### config.mk
export PLATFORM = sky130hd
export DESIGN_NAME = png_chunk_walker_flat
export DESIGN_NICKNAME = d
export VERILOG_FILES = /design/src/hdl/pcw_pkg.sv /design/src/hdl/pcw_ifs.sv /design/src/hdl/pcw_walker.sv /design/src/hdl/pcw_out_stage.sv /design/src/hdl/png_chunk_walker.sv /design/src/flat_wrapper.sv
export SDC_FILE = /design/constraint.sdc
export NUM_CORES = 1
export LEC_CHECK = 0
export BUFFER_PORTS_ARGS = -buffer_cell sky130_fd_sc_hd__buf_2
export CELL_PAD_IN_SITES_DETAIL_PLACEMENT = 0
export CELL_PAD_IN_SITES_GLOBAL_PLACEMENT = 1
export CORE_MARGIN = 2
export CORE_UTILIZATION = 35
export DETAILED_ROUTE_END_ITERATION = 16
export MAX_ROUTING_LAYER = met4
export PLACE_DENSITY_LB_ADDON = 0.25
export SYNTH_ARGS = -nofsm -noshare
export SYNTH_HDL_FRONTEND = slang
export SYNTH_SLANG_ARGS = --single-unit
### constraint.sdc
create_clock -name clk -period 14.7 [get_ports clk]
set_clock_uncertainty 0.15 [all_clocks]
set_input_delay 1.47 -clock clk [delete_from_list [all_inputs] [get_ports clk]]
set_output_delay 1.47 -clock clk [all_outputs]
set_load 0.02 [all_outputs]
### src/hdl/pcw_pkg.sv
// ----------------------------------------------------------------------------
// pcw_pkg
// Shared types, constants and helper functions of the chunk walker.
// ----------------------------------------------------------------------------
package pcw_pkg;

  // default offset width and field widths
  localparam int unsigned OffsetWidthDef = 32;
  localparam int unsigned LenW           = 32;
  localparam int unsigned CntW           = LenW + 1;
  localparam int unsigned OutW           = 32;

  // minimum file length and per-chunk overhead
  localparam logic [LenW-1:0] MinFileLen    = 32'd20;
  localparam logic [3:0]      ChunkOverhead = 4'd12;
  localparam logic [3:0]      FirstChunkOfs = 4'd8;

  // event codes
  typedef enum logic [2:0] {
    EV_CHUNK   = 3'd0,
    EV_END     = 3'd1,
    EV_NOTPNG  = 3'd2,
    EV_CORRUPT = 3'd3,
    EV_NOEND   = 3'd4
  } event_t;

  // chunk classes
  typedef enum logic [1:0] {
    CLS_OTHER = 2'd0,
    CLS_SIG   = 2'd1,
    CLS_EXIF  = 2'd2,
    CLS_END   = 2'd3
  } class_t;

  // chunk type words
  localparam logic [31:0] TypeIend = 32'h49454E44;
  localparam logic [31:0] TypeText = 32'h74657874;
  localparam logic [31:0] TypeItxt = 32'h69747874;
  localparam logic [31:0] TypeSeal = 32'h7365616C;
  localparam logic [31:0] TypeExif = 32'h65786966;

  // one result word
  typedef struct packed {
    logic [2:0]      event_res;
    logic [1:0]      chunk_class;
    logic [OutW-1:0] chunk_offset;
    logic [OutW-1:0] data_start;
    logic [OutW-1:0] data_end;
  } res_t;

  // file signature byte by position
  function automatic logic [7:0] magic_byte(input logic [2:0] idx);
    logic [7:0] v;
    case (idx)
      3'd0:    v = 8'h89;
      3'd1:    v = 8'h50;
      3'd2:    v = 8'h4E;
      3'd3:    v = 8'h47;
      3'd4:    v = 8'h0D;
      3'd5:    v = 8'h0A;
      3'd6:    v = 8'h1A;
      3'd7:    v = 8'h0A;
      default: v = 8'h00;
    endcase
    return v;
  endfunction

  // lower-case fold of one ascii byte
  function automatic logic [7:0] fold_byte(input logic [7:0] b);
    logic [7:0] v;
    v = b;
    if (b >= 8'h41 && b <= 8'h5A) begin
      v = b + 8'h20;
    end
    return v;
  endfunction

  // class of a non-end chunk type, letter case ignored
  function automatic class_t classify(input logic [31:0] w);
    logic [31:0] f;
    class_t      c;
    f = {fold_byte(w[31:24]), fold_byte(w[23:16]), fold_byte(w[15:8]), fold_byte(w[7:0])};
    if (f == TypeText || f == TypeItxt || f == TypeSeal) begin
      c = CLS_SIG;
    end else if (f == TypeExif) begin
      c = CLS_EXIF;
    end else begin
      c = CLS_OTHER;
    end
    return c;
  endfunction

endpackage

### src/hdl/pcw_ifs.sv
// ----------------------------------------------------------------------------
// pcw channel interfaces
// Valid/ready channels for input bytes, result words and configuration.
// ----------------------------------------------------------------------------
interface pcw_in_if;
  logic       valid;
  logic       ready;
  logic [7:0] data_byte;
  logic       file_start;

  modport source (output valid, output data_byte, output file_start, input ready);
  modport sink   (input valid, input data_byte, input file_start, output ready);
endinterface

interface pcw_out_if;
  logic        valid;
  logic        ready;
  logic [2:0]  event_res;
  logic [1:0]  chunk_class;
  logic [31:0] chunk_offset;
  logic [31:0] data_start;
  logic [31:0] data_end;

  modport source (output valid, output event_res, output chunk_class,
                  output chunk_offset, output data_start, output data_end,
                  input ready);
  modport sink   (input valid, input event_res, input chunk_class,
                  input chunk_offset, input data_start, input data_end,
                  output ready);
endinterface

interface pcw_cfg_if;
  logic        valid;
  logic        ready;
  logic [31:0] total_length;

  modport source (output valid, output total_length, input ready);
  modport sink   (input valid, input total_length, output ready);
endinterface

### src/hdl/pcw_walker.sv
// ----------------------------------------------------------------------------
// pcw_walker
// Walk state and per-byte next-state logic; flags at most one result a byte.
// ----------------------------------------------------------------------------
module pcw_walker
  import pcw_pkg::*;
#(
  parameter int unsigned OFFSET_WIDTH = OffsetWidthDef
) (
  input  logic            clk,
  input  logic            rst_n,
  input  logic            byte_fire,
  input  logic [7:0]      data_byte,
  input  logic            file_start,
  input  logic [LenW-1:0] total_length,
  output logic            res_valid,
  output res_t            res
);

  localparam int unsigned OW   = OFFSET_WIDTH;
  localparam int unsigned CmpW = ((OW > LenW) ? OW : LenW) + 2;

  typedef enum logic [2:0] {
    PH_SIG, PH_LEN, PH_TYPE, PH_SKIP, PH_DONE
  } phase_t;

  phase_t          phase_r, phase_nxt;
  logic [CntW-1:0] cnt_r, cnt_nxt;
  logic [OW-1:0]   cur_ofs_r, cur_ofs_nxt;
  logic [LenW-1:0] len_r, len_nxt;
  logic [31:0]     type_r, type_nxt;
  logic            sig_ok_r, sig_ok_nxt;
  logic [OW-1:0]   next_ofs_r, next_ofs_nxt;
  logic [CntW-1:0] skip_lim_r, skip_lim_nxt;

  // state as seen by this byte, after an optional restart
  phase_t          ph_e;
  logic [CntW-1:0] cnt_e;
  logic [OW-1:0]   cur_e;
  logic [LenW-1:0] len_e;
  logic [31:0]     type_e;
  logic            sig_ok_e;

  logic [LenW-1:0] len_asm;
  logic [31:0]     type_asm;
  logic            sig_ok_asm;
  logic [CmpW-1:0] total_x;
  logic [CmpW-1:0] end_x;
  logic [OW-1:0]   ds_w;
  logic [OW-1:0]   de_w;

  // restart view
  always_comb begin
    if (file_start) begin
      ph_e     = PH_SIG;
      cnt_e    = '0;
      cur_e    = OW'(FirstChunkOfs);
      len_e    = '0;
      type_e   = '0;
      sig_ok_e = 1'b1;
    end else begin
      ph_e     = phase_r;
      cnt_e    = cnt_r;
      cur_e    = cur_ofs_r;
      len_e    = len_r;
      type_e   = type_r;
      sig_ok_e = sig_ok_r;
    end
  end

  // byte assembly and shared arithmetic
  assign len_asm    = {len_e[LenW-9:0], data_byte};
  assign type_asm   = {type_e[23:0], data_byte};
  assign sig_ok_asm = sig_ok_e & (data_byte == magic_byte(cnt_e[2:0]));
  assign total_x    = CmpW'(total_length);
  assign end_x      = CmpW'(cur_e) + CmpW'(ChunkOverhead) + CmpW'(len_asm);
  assign ds_w       = cur_e + OW'(FirstChunkOfs);
  assign de_w       = ds_w + OW'(len_e);

  // next state and result
  always_comb begin
    phase_nxt    = ph_e;
    cnt_nxt      = cnt_e;
    cur_ofs_nxt  = cur_e;
    len_nxt      = len_e;
    type_nxt     = type_e;
    sig_ok_nxt   = sig_ok_e;
    next_ofs_nxt = next_ofs_r;
    skip_lim_nxt = skip_lim_r;
    res_valid    = 1'b0;
    res          = '0;

    case (ph_e)
      PH_SIG: begin
        if (cnt_e == '0 && total_length < MinFileLen) begin
          phase_nxt     = PH_DONE;
          res_valid     = 1'b1;
          res.event_res = EV_NOTPNG;
        end else begin
          sig_ok_nxt = sig_ok_asm;
          if (cnt_e >= CntW'(7)) begin
            if (!sig_ok_asm) begin
              phase_nxt     = PH_DONE;
              res_valid     = 1'b1;
              res.event_res = EV_NOTPNG;
            end else begin
              // first chunk boundary
              cur_ofs_nxt = OW'(FirstChunkOfs);
              cnt_nxt     = '0;
              len_nxt     = '0;
              type_nxt    = '0;
              if (CmpW'(FirstChunkOfs) + CmpW'(ChunkOverhead) > total_x) begin
                phase_nxt        = PH_DONE;
                res_valid        = 1'b1;
                res.event_res    = EV_NOEND;
                res.chunk_offset = OutW'(FirstChunkOfs);
              end else begin
                phase_nxt = PH_LEN;
              end
            end
          end else begin
            cnt_nxt = cnt_e + CntW'(1);
          end
        end
      end
      PH_LEN: begin
        len_nxt = len_asm;
        if (cnt_e >= CntW'(3)) begin
          if (len_asm > total_length || end_x > total_x) begin
            phase_nxt        = PH_DONE;
            res_valid        = 1'b1;
            res.event_res    = EV_CORRUPT;
            res.chunk_offset = OutW'(cur_e);
          end else begin
            phase_nxt    = PH_TYPE;
            cnt_nxt      = '0;
            next_ofs_nxt = end_x[OW-1:0];
            skip_lim_nxt = CntW'(len_asm) + CntW'(3);
          end
        end else begin
          cnt_nxt = cnt_e + CntW'(1);
        end
      end
      PH_TYPE: begin
        type_nxt = type_asm;
        if (cnt_e >= CntW'(3)) begin
          res_valid        = 1'b1;
          res.chunk_offset = OutW'(cur_e);
          res.data_start   = OutW'(ds_w);
          res.data_end     = OutW'(de_w);
          if (type_asm == TypeIend) begin
            phase_nxt       = PH_DONE;
            res.event_res   = EV_END;
            res.chunk_class = CLS_END;
          end else begin
            phase_nxt       = PH_SKIP;
            cnt_nxt         = '0;
            res.event_res   = EV_CHUNK;
            res.chunk_class = classify(type_asm);
          end
        end else begin
          cnt_nxt = cnt_e + CntW'(1);
        end
      end
      PH_SKIP: begin
        if (cnt_e >= skip_lim_r) begin
          // next chunk boundary
          cur_ofs_nxt = next_ofs_r;
          cnt_nxt     = '0;
          len_nxt     = '0;
          type_nxt    = '0;
          if (CmpW'(next_ofs_r) + CmpW'(ChunkOverhead) > total_x) begin
            phase_nxt        = PH_DONE;
            res_valid        = 1'b1;
            res.event_res    = EV_NOEND;
            res.chunk_offset = OutW'(next_ofs_r);
          end else begin
            phase_nxt = PH_LEN;
          end
        end else begin
          cnt_nxt = cnt_e + CntW'(1);
        end
      end
      PH_DONE: begin
        phase_nxt = PH_DONE;
      end
      default: begin
        phase_nxt = PH_DONE;
      end
    endcase
  end

  // walk state
  always_ff @(posedge clk) begin
    if (!rst_n) begin
      phase_r   <= PH_SIG;
      cnt_r     <= '0;
      cur_ofs_r <= OW'(FirstChunkOfs);
      len_r     <= '0;
      type_r    <= '0;
      sig_ok_r  <= 1'b1;
    end else if (byte_fire) begin
      phase_r   <= phase_nxt;
      cnt_r     <= cnt_nxt;
      cur_ofs_r <= cur_ofs_nxt;
      len_r     <= len_nxt;
      type_r    <= type_nxt;
      sig_ok_r  <= sig_ok_nxt;
    end
  end

  // chunk end bookkeeping, always written before use
  always_ff @(posedge clk) begin
    if (byte_fire) begin
      next_ofs_r <= next_ofs_nxt;
      skip_lim_r <= skip_lim_nxt;
    end
  end

endmodule

### src/hdl/pcw_out_stage.sv
// ----------------------------------------------------------------------------
// pcw_out_stage
// Result register with valid/ready handshake toward the result channel.
// ----------------------------------------------------------------------------
module pcw_out_stage
  import pcw_pkg::*;
(
  input  logic      clk,
  input  logic      rst_n,
  input  logic      load,
  input  res_t      res,
  output logic      can_take,
  pcw_out_if.source out_ch
);

  logic valid_r, valid_nxt;
  res_t data_r;

  // room when empty or draining this cycle
  assign can_take = !valid_r || out_ch.ready;

  always_comb begin
    valid_nxt = valid_r;
    if (out_ch.ready) begin
      valid_nxt = 1'b0;
    end
    if (load) begin
      valid_nxt = 1'b1;
    end
  end

  always_ff @(posedge clk) begin
    if (!rst_n) begin
      valid_r <= 1'b0;
    end else begin
      valid_r <= valid_nxt;
    end
  end

  // payload
  always_ff @(posedge clk) begin
    if (load) begin
      data_r <= res;
    end
  end

  assign out_ch.valid        = valid_r;
  assign out_ch.event_res    = data_r.event_res;
  assign out_ch.chunk_class  = data_r.chunk_class;
  assign out_ch.chunk_offset = data_r.chunk_offset;
  assign out_ch.data_start   = data_r.data_start;
  assign out_ch.data_end     = data_r.data_end;

endmodule

### src/hdl/png_chunk_walker.sv
// ----------------------------------------------------------------------------
// png_chunk_walker
// Streaming walker over the chunks of a PNG file, one byte a cycle unless stalled.
// ----------------------------------------------------------------------------
//  channel  direction  word
//  in_ch    sink       data_byte, file_start
//  out_ch   source     event_res, chunk_class, chunk_offset, data_start, data_end
//  cfg_ch   sink       total_length
//
//  One byte a cycle while in_ch.ready is high; a result shows on out_ch in the
//  cycle after its byte is accepted. Walk logic is combinational and feeds one
//  result register, which takes a new word in the cycle it drains, so in_ch.ready
//  drops only when that register is full and out_ch.ready is low.
//  Synchronous reset restarts the walk at offset 0 and clears total_length.
//  cfg_ch is always ready.
// ----------------------------------------------------------------------------
module png_chunk_walker
  import pcw_pkg::*;
#(
  parameter int unsigned OFFSET_WIDTH = OffsetWidthDef
) (
  input  logic      clk,
  input  logic      rst_n,
  pcw_in_if.sink    in_ch,
  pcw_out_if.source out_ch,
  pcw_cfg_if.sink   cfg_ch
);

  logic [LenW-1:0] total_length_r;
  logic            byte_fire;
  logic            can_take;
  logic            res_valid;
  res_t            res;

  // configuration register
  assign cfg_ch.ready = 1'b1;

  always_ff @(posedge clk) begin
    if (!rst_n) begin
      total_length_r <= '0;
    end else if (cfg_ch.valid) begin
      total_length_r <= cfg_ch.total_length;
    end
  end

  // input handshake
  assign in_ch.ready = can_take;
  assign byte_fire   = in_ch.valid && can_take;

  pcw_walker #(
    .OFFSET_WIDTH (OFFSET_WIDTH)
  ) u_walker (
    .clk          (clk),
    .rst_n        (rst_n),
    .byte_fire    (byte_fire),
    .data_byte    (in_ch.data_byte),
    .file_start   (in_ch.file_start),
    .total_length (total_length_r),
    .res_valid    (res_valid),
    .res          (res)
  );

  pcw_out_stage u_out (
    .clk      (clk),
    .rst_n    (rst_n),
    .load     (byte_fire && res_valid),
    .res      (res),
    .can_take (can_take),
    .out_ch   (out_ch)
  );

endmodule

### src/flat_wrapper.sv
// flat-port wrapper written by rule: the top's interface ports become plain ports
module png_chunk_walker_flat import pcw_pkg::*;
#(
  parameter int unsigned OFFSET_WIDTH = OffsetWidthDef
)
  (clk, rst_n, in_ch_valid, in_ch_data_byte, in_ch_file_start, in_ch_ready, out_ch_valid, out_ch_event_res, out_ch_chunk_class, out_ch_chunk_offset, out_ch_data_start, out_ch_data_end, out_ch_ready, cfg_ch_valid, cfg_ch_total_length, cfg_ch_ready);
  pcw_in_if in_ch_i ();
  pcw_out_if out_ch_i ();
  pcw_cfg_if cfg_ch_i ();
  input  logic clk;
  input  logic rst_n;
  input wire logic [$bits(in_ch_i.valid)-1:0] in_ch_valid;
  input wire logic [$bits(in_ch_i.data_byte)-1:0] in_ch_data_byte;
  input wire logic [$bits(in_ch_i.file_start)-1:0] in_ch_file_start;
  output wire logic [$bits(in_ch_i.ready)-1:0] in_ch_ready;
  output wire logic [$bits(out_ch_i.valid)-1:0] out_ch_valid;
  output wire logic [$bits(out_ch_i.event_res)-1:0] out_ch_event_res;
  output wire logic [$bits(out_ch_i.chunk_class)-1:0] out_ch_chunk_class;
  output wire logic [$bits(out_ch_i.chunk_offset)-1:0] out_ch_chunk_offset;
  output wire logic [$bits(out_ch_i.data_start)-1:0] out_ch_data_start;
  output wire logic [$bits(out_ch_i.data_end)-1:0] out_ch_data_end;
  input wire logic [$bits(out_ch_i.ready)-1:0] out_ch_ready;
  input wire logic [$bits(cfg_ch_i.valid)-1:0] cfg_ch_valid;
  input wire logic [$bits(cfg_ch_i.total_length)-1:0] cfg_ch_total_length;
  output wire logic [$bits(cfg_ch_i.ready)-1:0] cfg_ch_ready;
  assign in_ch_i.valid = in_ch_valid;
  assign in_ch_i.data_byte = in_ch_data_byte;
  assign in_ch_i.file_start = in_ch_file_start;
  assign in_ch_ready = in_ch_i.ready;
  assign out_ch_valid = out_ch_i.valid;
  assign out_ch_event_res = out_ch_i.event_res;
  assign out_ch_chunk_class = out_ch_i.chunk_class;
  assign out_ch_chunk_offset = out_ch_i.chunk_offset;
  assign out_ch_data_start = out_ch_i.data_start;
  assign out_ch_data_end = out_ch_i.data_end;
  assign out_ch_i.ready = out_ch_ready;
  assign cfg_ch_i.valid = cfg_ch_valid;
  assign cfg_ch_i.total_length = cfg_ch_total_length;
  assign cfg_ch_ready = cfg_ch_i.ready;
  png_chunk_walker #(.OFFSET_WIDTH(OFFSET_WIDTH)) u_core (.clk(clk), .rst_n(rst_n), .in_ch(in_ch_i), .out_ch(out_ch_i), .cfg_ch(cfg_ch_i));
endmodule
==> results of run 1 <==
cell usage in the layout (no fill, tap or decap), drive strengths merged, types with 20 or more instances in the layout:
| cell | instances |
|---|---|
| ha | 228 |
| clkbuf | 55 |
| mux2i | 37 |
| nand2b | 20 |
| and2 | 31 |
| nand3 | 62 |
| inv | 129 |
| xnor2 | 88 |
| nand2 | 170 |
| a21oi | 135 |
| a211oi | 23 |
| nor3 | 58 |
| dfxtp | 158 |
| xor2 | 62 |
| nor2 | 189 |
| nor2b | 98 |
| buf | 169 |
| nor4 | 28 |
| edfxtp | 166 |
| and3 | 37 |
| a22o | 112 |
| o21ai | 85 |
| a21o | 66 |
| nand4 | 58 |
final cells by class:
type                            instances  area, um2
Fill cell                            6224      37000
Multi-Input combinational cell       1811      12900
Sequential cell                       324       8150
Clock buffer                           55       1130
Tap cell                              837       1050
Timing Repair Buffer                  169        913
Inverter                              129        484
Clock inverter                         17        135
Antenna cell                            1       2.50
registers in the layout, summed over array words and instances (netlist names):
signal                            count
u_core.total_length_r                32
u_core.u_out.out_ch.chunk_class       2
u_core.u_out.out_ch.chunk_offset     32
u_core.u_out.out_ch.data_end         32
u_core.u_out.out_ch.data_start       32
u_core.u_out.out_ch.event_res         3
u_core.u_out.out_ch.valid             1
u_core.u_walker.cnt_r                33
u_core.u_walker.cur_ofs_r            32
u_core.u_walker.len_r                32
u_core.u_walker.next_ofs_r           32
u_core.u_walker.phase_r               3
u_core.u_walker.sig_ok_r              1
u_core.u_walker.skip_lim_r           33
u_core.u_walker.type_r               24
worst max-delay path, delay by kind of cell:
kind            cells  cell delay [ns]
fa+ha+maj           4             1.28
xor+xnor            1             0.16
compound gates     11             2.89
buf+inv             5             1.78
simple gates        7             1.85
synth_stat cells, types with 15 or more instances:
master and instances:
nor4_1 27, ha_1 228, nor2_1 189, o21ai_0 80, a21oi_1 134, a22o_1 112
a31oi_1 15, a211oi_1 22, xor2_1 62, a21o_1 66, nand3_1 62, and2_1 31
nand2b_1 20, nor2b_1 98, nand2_1 170, dfxtp_1 158, clkbuf_1 67, nor3_1 57
edfxtp_1 166, nand4_1 57, inv_1 129, xnor2_1 88, mux2i_1 37, and3_1 36
logic make-up (layout without fill, tap and decap cells):
logic type               count (synthesis)  count (layout)
AND/OR/NAND/NOR                        817             817
multiplexers                            41              41
XOR/XNOR                               150             150
AO/OA/AOI/OAI                          571             571
adder cells (fa/ha/maj)                231             231
flip-flops                             324             324
buffers and inverters                  218             370
other                                    1               2
worst max-delay path by stage:
stage | start | end | slack [ns] | cells after the start
after floorplan | in_ch_file_start | u_core.u_out.out_ch.chunk_class[0] | 1.74 | 30
after global placement | in_ch_file_start | u_core.u_out.out_ch.data_end[1] | 4.73 | 28
after detailed placement | in_ch_file_start | u_core.u_out.out_ch.data_end[5] | 4.43 | 28
after CTS | in_ch_file_start | u_core.u_out.out_ch.data_end[5] | 5.03 | 28
after global routing | in_ch_file_start | u_core.u_out.out_ch.event_res[1] | 4.36 | 28
final | in_ch_file_start | u_core.u_out.out_ch.data_end[1] | 4.96 | 28
power by group through the flow:
stage / clock (W) / sequential, W / combinational [W]
3_5_place_dp: 0 / 0.000987 / 0.000174
4_1_cts: 0.000994 / 0.000968 / 0.000175
5_1_grt: 0.00103 / 0.000969 / 0.000191
3_3_place_gp: 0 / 0.000987 / 0.000170
2_1_floorplan: 0 / 0.000993 / 0.000103
6_report: 0.000972 / 0.000968 / 0.000175
metrics by stage:
step                utilization, %  worst slack, ns  hold slack (ns)  cell area, um2  cells
finish                        40.1             4.96            0.322           24700   3343
global route                  40.1             4.36            0.328           24700   3342
CTS                           40.1             5.03            0.310           24700   3342
detailed placement            38.0             4.43            0.301           23500   3270
global placement              38.0             4.73            0.294           23500   3270
floorplan                        -             1.74            0.278           21800   2353
metal layers:
layer / wire length, um / track usage (%)
met2: 34000 / 37.2
met5: 0 / -
met1: 35700 / 33.1
met4: 2080 / 6.87
met3: 4000 / 2.61
==> results.yml, run 1 <==
run_status:
  outcome: "completed"
yosys:
  syn-num-nets: 2629
  seq_area_frac_synth_pct: 37.3
  async_reset_ff_share_pct: 0
  synthMuxAreaShare_pct: 1.92
  synth_ff_type: "edfxtp_1"
  post-synth-top-area-fraction_pct: 22.8
  synth-seq-cells: 324
  postSynthCellCount: 2353
  synth_area_um2: 21800
  synth_xor_area_share_pct: 6.02
  yosysUniqueCellTypes: 86
  synthAdderAreaFrac_pct: 13.3
  synth_edf_count: 166
  synth-simple-area-share_pct: 19.2
  synth_compound_area_share_pct: 18.4
  yosysWarnings: 0
  syn_area_per_cell_um2: 9.28
  synth.largest_area_cell: "edfxtp_1"
  synth_top_family_by_area: "simple AND/OR/NAND/NOR gates"
  synth.area.top_cells: "edfxtp_1, dfxtp_1, ha_1"
global_route:
  track_usage_pct: 24.0
  grt_start_max_net_pins: 150
  grt_pass1_vias: 18107
  grt_pass1_wl_mm: 114
  antenna_found_initial: 0
  grt-ovfl-total: 0
place:
  port_buffers: 148
  dp_hpwl_mm: 57.6
  gp_congestion: 0.925
min_path:
  min-delay-start: "u_core.u_walker.cur_ofs_r[1]"
  whs_path_depth: 2
  min_to: "u_core.u_walker.cur_ofs_r[1]"
  hold_path.class: "reg2reg"
clocking:
  cts-buffers-inserted: 40
  clk_path_buf_depth: 3
  cts_htree_levels: 2
  cts_hold_buf: 0
  cts_setup_buffers: 0
  cts_tree: "built"
  cts_root_buf: "clkbuf_16"
  cts_resized: 0
  insertion_delay_ns: 0.57
  cts.sinks: 324
  cts.clk_slew.worst_paths_ns: 0.06
power:
  p_comb_share_pct: 8.3
  swShare_pct: 25.8
  seq_power_share_pct: 45.8
  p_leak_nw: 10.4
  power_density_nw_per_um2: 85.4
  total_power_w: 0.00211
  power_frac_clock_pct: 46.0
  internal-power_w: 0.00157
  peakVddDrop_mv: 0.0664
  p_switching_w: 0.000545
floorplan:
  die-area_um2: 64400
  ioPinCount: 150
  core_area_um2: 61700
  rows: 91
  die_h_um: 254
  initial_core_util_pct: 35.4
  die_w_um: 254
critical_path:
  r2r_slack_ns: 6.33
  cpPeakStageDelay_ns: 0.73
  worstSetupEndpointType: "flip-flop"
  crit_path_max_fanout: 149
  rr_startpoint: "u_core.u_walker.cur_ofs_r[1]"
  timing.rr.end: "u_core.u_out.out_ch.data_end[1]"
  cp-start-kind: "input port"
  crit_required_ns: 14.73
  reg2reg_depth: 26
  crit_slowest_cell: "buf_4"
  crit_arrival_ns: 9.77
  critical_path_class: "in2reg"
timing:
  timing.final.max_slew_violations: 0
  worst_slew_pin_slew_ns: 1.09
  finalHoldViolCount: 0
  setup_viol: 0
  fmax_mhz: 103
  rsz0062_at_grt: "false"
  slew_headroom_pct: 26.9
  finalSetupTns_ns: 0
  fin_crit_ns: 9.74
  fin_crit_sh_pct: 66.3
detailed_routing:
  antenna_left: 0
  via_per_inst: 5.64
  wire_per_inst_um: 22.7
  vias: 18844
  drc: 0
  drt-total-wl_mm: 75.8
  dr.pass1.iters: 5
  detail_route.iter0.violations: 1804
final_layout:
  final_nets: 2751
  area_delta_synth_final_pct: 13.4
  drive_gt1_share_pct: 10.7
run:
  maxCapViolations: 0
(Power assumes the default switching activity.)
==> inputs of run 2 (changes only) <==
==> constraint.sdc (replaced) <==
create_clock -name clk -period 10 [get_ports clk]
set_clock_uncertainty 0.15 [all_clocks]
set_input_delay 1 -clock clk [delete_from_list [all_inputs] [get_ports clk]]
set_output_delay 1 -clock clk [all_outputs]
set_load 0.02 [all_outputs]
==> run 2 against run 1 <==
Net effect: global-route usage increased by 0.12 points; via count decreased by 0.58%; clock power increased by 62%; core utilization increased by 0.35 points; first-iteration DRC count decreased by 9.1%.
==> results.yml, run 2 (synthesis gave the netlist of run 1 again) <==
floorplan:
  initial_core_util_pct: 35.4
  rows: 91
  die-area_um2: 64400
  core_area_um2: 61700
  die_w_um: 254
  die_h_um: 254
  ioPinCount: 150
detailed_routing:
  drc: 0
  wire_per_inst_um: 22.7
  antenna_left: 0
  dr.pass1.iters: 6
  detail_route.iter0.violations: 1640
  drt-total-wl_mm: 76.3
  via_per_inst: 5.58
  vias: 18734
clocking:
  cts_hold_buf: 0
  cts-buffers-inserted: 42
  insertion_delay_ns: 0.60
  cts.sinks: 324
  cts_root_buf: "clkbuf_16"
  cts_setup_buffers: 0
  cts_resized: 0
  cts_tree: "built"
  cts.clk_slew.worst_paths_ns: 0.06
  clk_path_buf_depth: 3
  cts_htree_levels: 2
critical_path:
  cp-start-kind: "input port"
  crit_required_ns: 10.04
  crit_path_max_fanout: 79
  critical_path_class: "in2reg"
  crit_arrival_ns: 8.60
  worstSetupEndpointType: "flip-flop"
run_status:
  outcome: "completed"
place:
  dp_hpwl_mm: 58.5
  port_buffers: 148
  gp_congestion: 0.951
power:
  swShare_pct: 25.6
  internal-power_w: 0.00242
  p_switching_w: 0.000833
  peakVddDrop_mv: 0.121
  power_density_nw_per_um2: 130
  p_comb_share_pct: 7.8
  seq_power_share_pct: 43.8
  p_leak_nw: 10.5
  power_frac_clock_pct: 48.4
  total_power_w: 0.00325
global_route:
  track_usage_pct: 24.1
  grt_pass1_wl_mm: 113
  grt-ovfl-total: 0
  grt_pass1_vias: 18072
  antenna_found_initial: 0
  grt_start_max_net_pins: 80
timing:
  finalHoldViolCount: 0
  finalSetupTns_ns: 0
  fin_crit_sh_pct: 85.6
  fin_crit_ns: 8.56
  fmax_mhz: 117
  rsz0062_at_grt: "false"
  slew_headroom_pct: 23.2
  timing.final.max_slew_violations: 0
  worst_slew_pin_slew_ns: 1.15
  setup_viol: 0
min_path:
  hold_path.class: "reg2reg"
final_layout:
  final_cell_mix: "ha_1, nor2_1, nand2_1, edfxtp_1, dfxtp_1"
  area_delta_synth_final_pct: 14.3
  drive_gt1_share_pct: 11.3
  reg_top3: "u_core.u_walker.cnt_r (33), u_core.u_walker.skip_lim_r (33)"
  final_nets: 2764
  mostFrequentLayoutCell: "ha_1"
run:
  maxCapViolations: 0
==> run 2: cell types whose count changed in the layout (fill, tap and decap cells not counted), moves of 3 or more <==
| cell | previous run | this run |
|---|---|---|
| clkinv_1 | 3 | 9 |
| inv_6 | 0 | 3 |
| clkinv_2 | 4 | 8 |
| bufinv_16 | 1 | 6 |
| clkbuf_8 | 5 | 0 |
| clkbuf_1 | 9 | 5 |
| clkinv_4 | 5 | 1 |
| buf_4 | 21 | 32 |
==> run 2: worst paths after layout <==
kind | startpoint | endpoint | slack, ns | cells after the start
worst min-delay path | u_core.u_walker.sig_ok_r | u_core.u_walker.sig_ok_r | 0.31 | 2
worst max-delay path | in_ch_file_start | u_core.u_out.out_ch.data_end[20] | 1.44 | 22
worst min register to register | u_core.u_walker.sig_ok_r | u_core.u_walker.sig_ok_r | 0.31 | 2
worst max register to register | u_core.u_walker.cur_ofs_r[3] | u_core.u_out.out_ch.data_end[20] | 1.76 | 26
==> run 2: worst max-delay path, stage by stage <==
cell,delay (ns)
buf_4,0.24
buf_4,0.31
nor2b_1,0.47
ha_1,0.34
ha_1,0.40
nand4_1,0.16
or3_1,0.37
a211oi_1,0.40
a211oi_2,0.15
o21ai_0,0.30
xor2_1,0.16
ha_1,0.30
nand4_1,0.14
nor4_1,0.57
a22oi_1,0.14
nand3_1,0.11
o211ai_1,0.11
o2111ai_1,0.41
o31ai_2,0.28
a21o_1,0.38
a21oi_4,0.71
buf_4,0.92
==> run 2: power by group through the flow <==
stage               clock [W]  sequential [W]  combinational (W)
global placement            0         0.00145           0.000250
global route          0.00165         0.00143           0.000279
floorplan                   0         0.00146           0.000151
finish                0.00157         0.00142           0.000255
CTS                   0.00160         0.00142           0.000255
detailed placement          0         0.00145           0.000254
==> run 2: layout make-up <==
type,count,area (um2)
diodes,1,2.50
well taps,837,1050
repair buffers,180,996
multi-input cells,1811,12900
clock buffers,47,1070
flip-flops and latches,324,8150
inverters,129,484
fillers,6239,36800
clock inverters,31,328
==> run 2: per-stage QoR <==
stage / instance area [um2] / hold WS, ns / std cells / worst slack, ns / util, %
floorplan: 21800 / 0.278 / 2353 / 0.806 / -
global placement: 23600 / 0.299 / 3281 / 1.06 / 38.2
detailed placement: 23600 / 0.297 / 3281 / 0.856 / 38.2
CTS: 25000 / 0.311 / 3359 / 1.44 / 40.4
global route: 25000 / 0.336 / 3359 / 0.962 / 40.4
finish: 25000 / 0.314 / 3360 / 1.44 / 40.4
==> run 2: routing by layer <==
| layer | vias up | routed length [um] | global-route usage, % |
|---|---|---|---|
| li1 | 8960 | - | - |
| met3 | 123 | 4310 | 3.10 |
| met1 | 9044 | 36300 | 33.9 |
| met4 | 0 | 2300 | 8.07 |
| met5 | - | 0 | - |
| met2 | 607 | 33300 | 35.7 |
==> inputs of run 3 (changes only) <==
--- a/config.mk
+++ b/config.mk
@@ -15,4 +15,5 @@
 export PLACE_DENSITY_LB_ADDON = 0.25
 export SYNTH_ARGS = -nofsm -noshare
 export SYNTH_HDL_FRONTEND = slang
+export SYNTH_HIERARCHICAL = 1
 export SYNTH_SLANG_ARGS = --single-unit
==> run 3 against run 2 <==
Net effect: core utilization is 0.23 points lower; power is 1.8% higher; synthesized cell count is 2.2% higher; first-iteration DRC count is 2.3% lower; sequential power is 3% higher; cell count is 1.5% higher; combinational power is 38% higher; critical endpoint is now u_core/u_out/out_ch.data_end[26].
==> results.yml, run 3 <==
run_status:
  outcome: "completed"
power:
  p_leak_nw: 10.7
  p_switching_w: 0.000888
  peakVddDrop_mv: 0.115
  seq_power_share_pct: 44.0
  power_frac_clock_pct: 45.4
  p_comb_share_pct: 10.7
  power_density_nw_per_um2: 130
  internal-power_w: 0.00242
  swShare_pct: 26.8
timing:
  fin_crit_sh_pct: 84.0
  finalSetupTns_ns: 0
  worst_slew_pin_slew_ns: 1.09
  setup_viol: 0
  fin_crit_ns: 8.40
  fmax_mhz: 119
  finalHoldViolCount: 0
  timing.final.max_slew_violations: 0
  rsz0062_at_grt: "false"
  slew_headroom_pct: 25.4
critical_path:
  crit_arrival_ns: 8.45
  r2r_slack_ns: 2.16
  worstSetupEndpointType: "flip-flop"
  cp-start-kind: "input port"
  crit_path_max_fanout: 56
  critical_path_class: "in2reg"
  crit_required_ns: 10.05
yosys:
  synth_edf_count: 166
  synth_common_cells: "ha_1, edfxtp_1, nand2_1"
  yosysUniqueCellTypes: 95
  seq_area_frac_synth_pct: 36.4
  yosysWarnings: 6
  syn-num-nets: 2678
  syn_area_per_cell_um2: 9.32
  yosys.cell_count.top_type: "ha_1"
  synth_area_um2: 22400
  synth.area.top_cells: "edfxtp_1, dfxtp_1, ha_1"
  post-synth-top-area-fraction_pct: 22.3
  async_reset_ff_share_pct: 0
  synth-seq-cells: 324
  synth_ff_type: "edfxtp_1"
  postSynthCellCount: 2404
  synth.largest_area_cell: "edfxtp_1"
clocking:
  cts_hold_buf: 0
  cts.sinks: 324
  clk_path_buf_depth: 3
  cts_root_buf: "clkbuf_16"
  cts-buffers-inserted: 40
  insertion_delay_ns: 0.58
  cts_setup_buffers: 0
  cts_resized: 0
  cts_tree: "built"
  cts.clk_slew.worst_paths_ns: 0.06
  cts_htree_levels: 2
floorplan:
  die-area_um2: 66000
  rows: 92
  initial_core_util_pct: 35.4
  ioPinCount: 150
  core_area_um2: 63200
  die_w_um: 257
  die_h_um: 257
global_route:
  antenna_found_initial: 1
  grt_pass1_wl_mm: 120
  track_usage_pct: 24.4
  grt_pass1_vias: 19019
  grt_start_max_net_pins: 59
  grt-ovfl-total: 0
final_layout:
  reg_top3: "u_core/u_walker/cnt_r (33), u_core/u_walker/skip_lim_r (33)"
  area_delta_synth_final_pct: 13.5
  final_nets: 2806
  stdcell_area_um2: 25400
  final_cell_mix: "ha_1, edfxtp_1, nand2_1, dfxtp_1, nor2_1"
  drive_gt1_share_pct: 11.3
  mostFrequentLayoutCell: "ha_1"
detailed_routing:
  detail_route.iter0.violations: 1603
  vias: 19596
  wire_per_inst_um: 23.5
  via_per_inst: 5.75
  drc: 0
  dr.pass1.iters: 6
  drt-total-wl_mm: 80.2
  antenna_left: 0
place:
  gp_congestion: 0.942
  place_area_um2: 24100
  dp_hpwl_mm: 61.3
  port_buffers: 148
run:
  maxCapViolations: 0
min_path:
  hold_path.class: "reg2reg"
## run 3: cell types whose count changed after synthesis, sizes merged, moves of 9 or more
cell / delta
o21ai: +11
a21o: -18
nor4: +9
and3: +11
nor2: -36
or3: -9
nor2b: +25
nand2b: +11
a2111oi: +9
## run 3: area by class of cell
cell class | count | area [um2]
Antenna cell | 1 | 2.50
Inverter | 132 | 495
Clock inverter | 21 | 216
Tap cell | 846 | 1060
Clock buffer | 51 | 1100
Fill cell | 6315 | 37800
Sequential cell | 324 | 8150
Timing Repair Buffer | 189 | 1060
Multi-Input combinational cell | 1845 | 13300
## run 3: per-layer routing
layer,GRT usage [%],vias to the layer above,wire length (um)
met2,38.4,650,36600
li1,-,9184,-
met5,-,-,0
met1,33.1,9631,36800
met4,7.14,0,2390
met3,2.73,131,4340
## run 3: stage by stage
| step | hold WS [ns] | power, W | utilization (%) | worst slack, ns | cells |
|---|---|---|---|---|---|
| finish | 0.310 | 0.00331 | 40.2 | 1.60 | 3409 |
| CTS | 0.310 | 0.00334 | 40.2 | 1.73 | 3408 |
| detailed placement | 0.296 | 0.00183 | 38.1 | 1.15 | 3336 |
| global placement | 0.301 | 0.00183 | 38.1 | 1.21 | 3336 |
| floorplan | 0.284 | 0.00170 | - | 0.531 | 2404 |
| global route | 0.335 | 0.00343 | 40.2 | 1.18 | 3408 |
## run 3: cells by family after synthesis
logic type               share of synthesized area (%)
buffers and inverters                             4.36
adder cells (fa/ha/maj)                           12.9
AO/OA/AOI/OAI                                     18.7
flip-flops                                        36.4
AND/OR/NAND/NOR                                   19.9
XOR/XNOR                                          6.12
multiplexers                                      1.70
other                                           0.0167
## run 3: power groups by stage
stage	sequential, W	clock (W)	combinational, W
after floorplan	0.00150	0	0.000193
after global placement	0.00148	0	0.000344
after detailed placement	0.00148	0	0.000349
after CTS	0.00146	0.00153	0.000350
after global routing	0.00146	0.00159	0.000380
final	0.00146	0.00150	0.000353
## run 3: path summary, 6_finish.rpt
| kind | cells past startpoint | startpoint | end |
|---|---|---|---|
| worst max-delay path | 28 | in_ch_file_start | u_core/u_out/out_ch.data_end[26] |
| worst min-delay path | 1 | u_core/u_walker/cur_ofs_r[1] | u_core/u_walker/cur_ofs_r[1] |
| worst max register to register | 25 | u_core/u_walker/len_r[2] | u_core/u_out/out_ch.data_end[26] |
| worst min register to register | 1 | u_core/u_walker/cur_ofs_r[1] | u_core/u_walker/cur_ofs_r[1] |
## run 3: worst max-delay path, cell delays in order
cell	delay [ns]
buf_4	0.49
inv_1	0.35
nand2_1	0.23
ha_1	0.18
inv_1	0.05
ha_1	0.33
o21ai_0	0.12
o21a_1	0.22
nor3_1	0.36
o21ai_0	0.23
a2111oi_0	0.78
or3_1	0.25
a31o_2	0.15
a21oi_1	0.07
xnor2_1	0.26
ha_1	0.30
nand4_1	0.14
nor4_1	0.07
a21oi_1	0.18
nor2b_1	0.15
o21ai_0	0.10
nand4b_1	0.14
or3_1	0.13
buf_4	0.34
a21oi_4	0.16
nand2_1	0.10
and3_4	0.77
buf_4	0.63
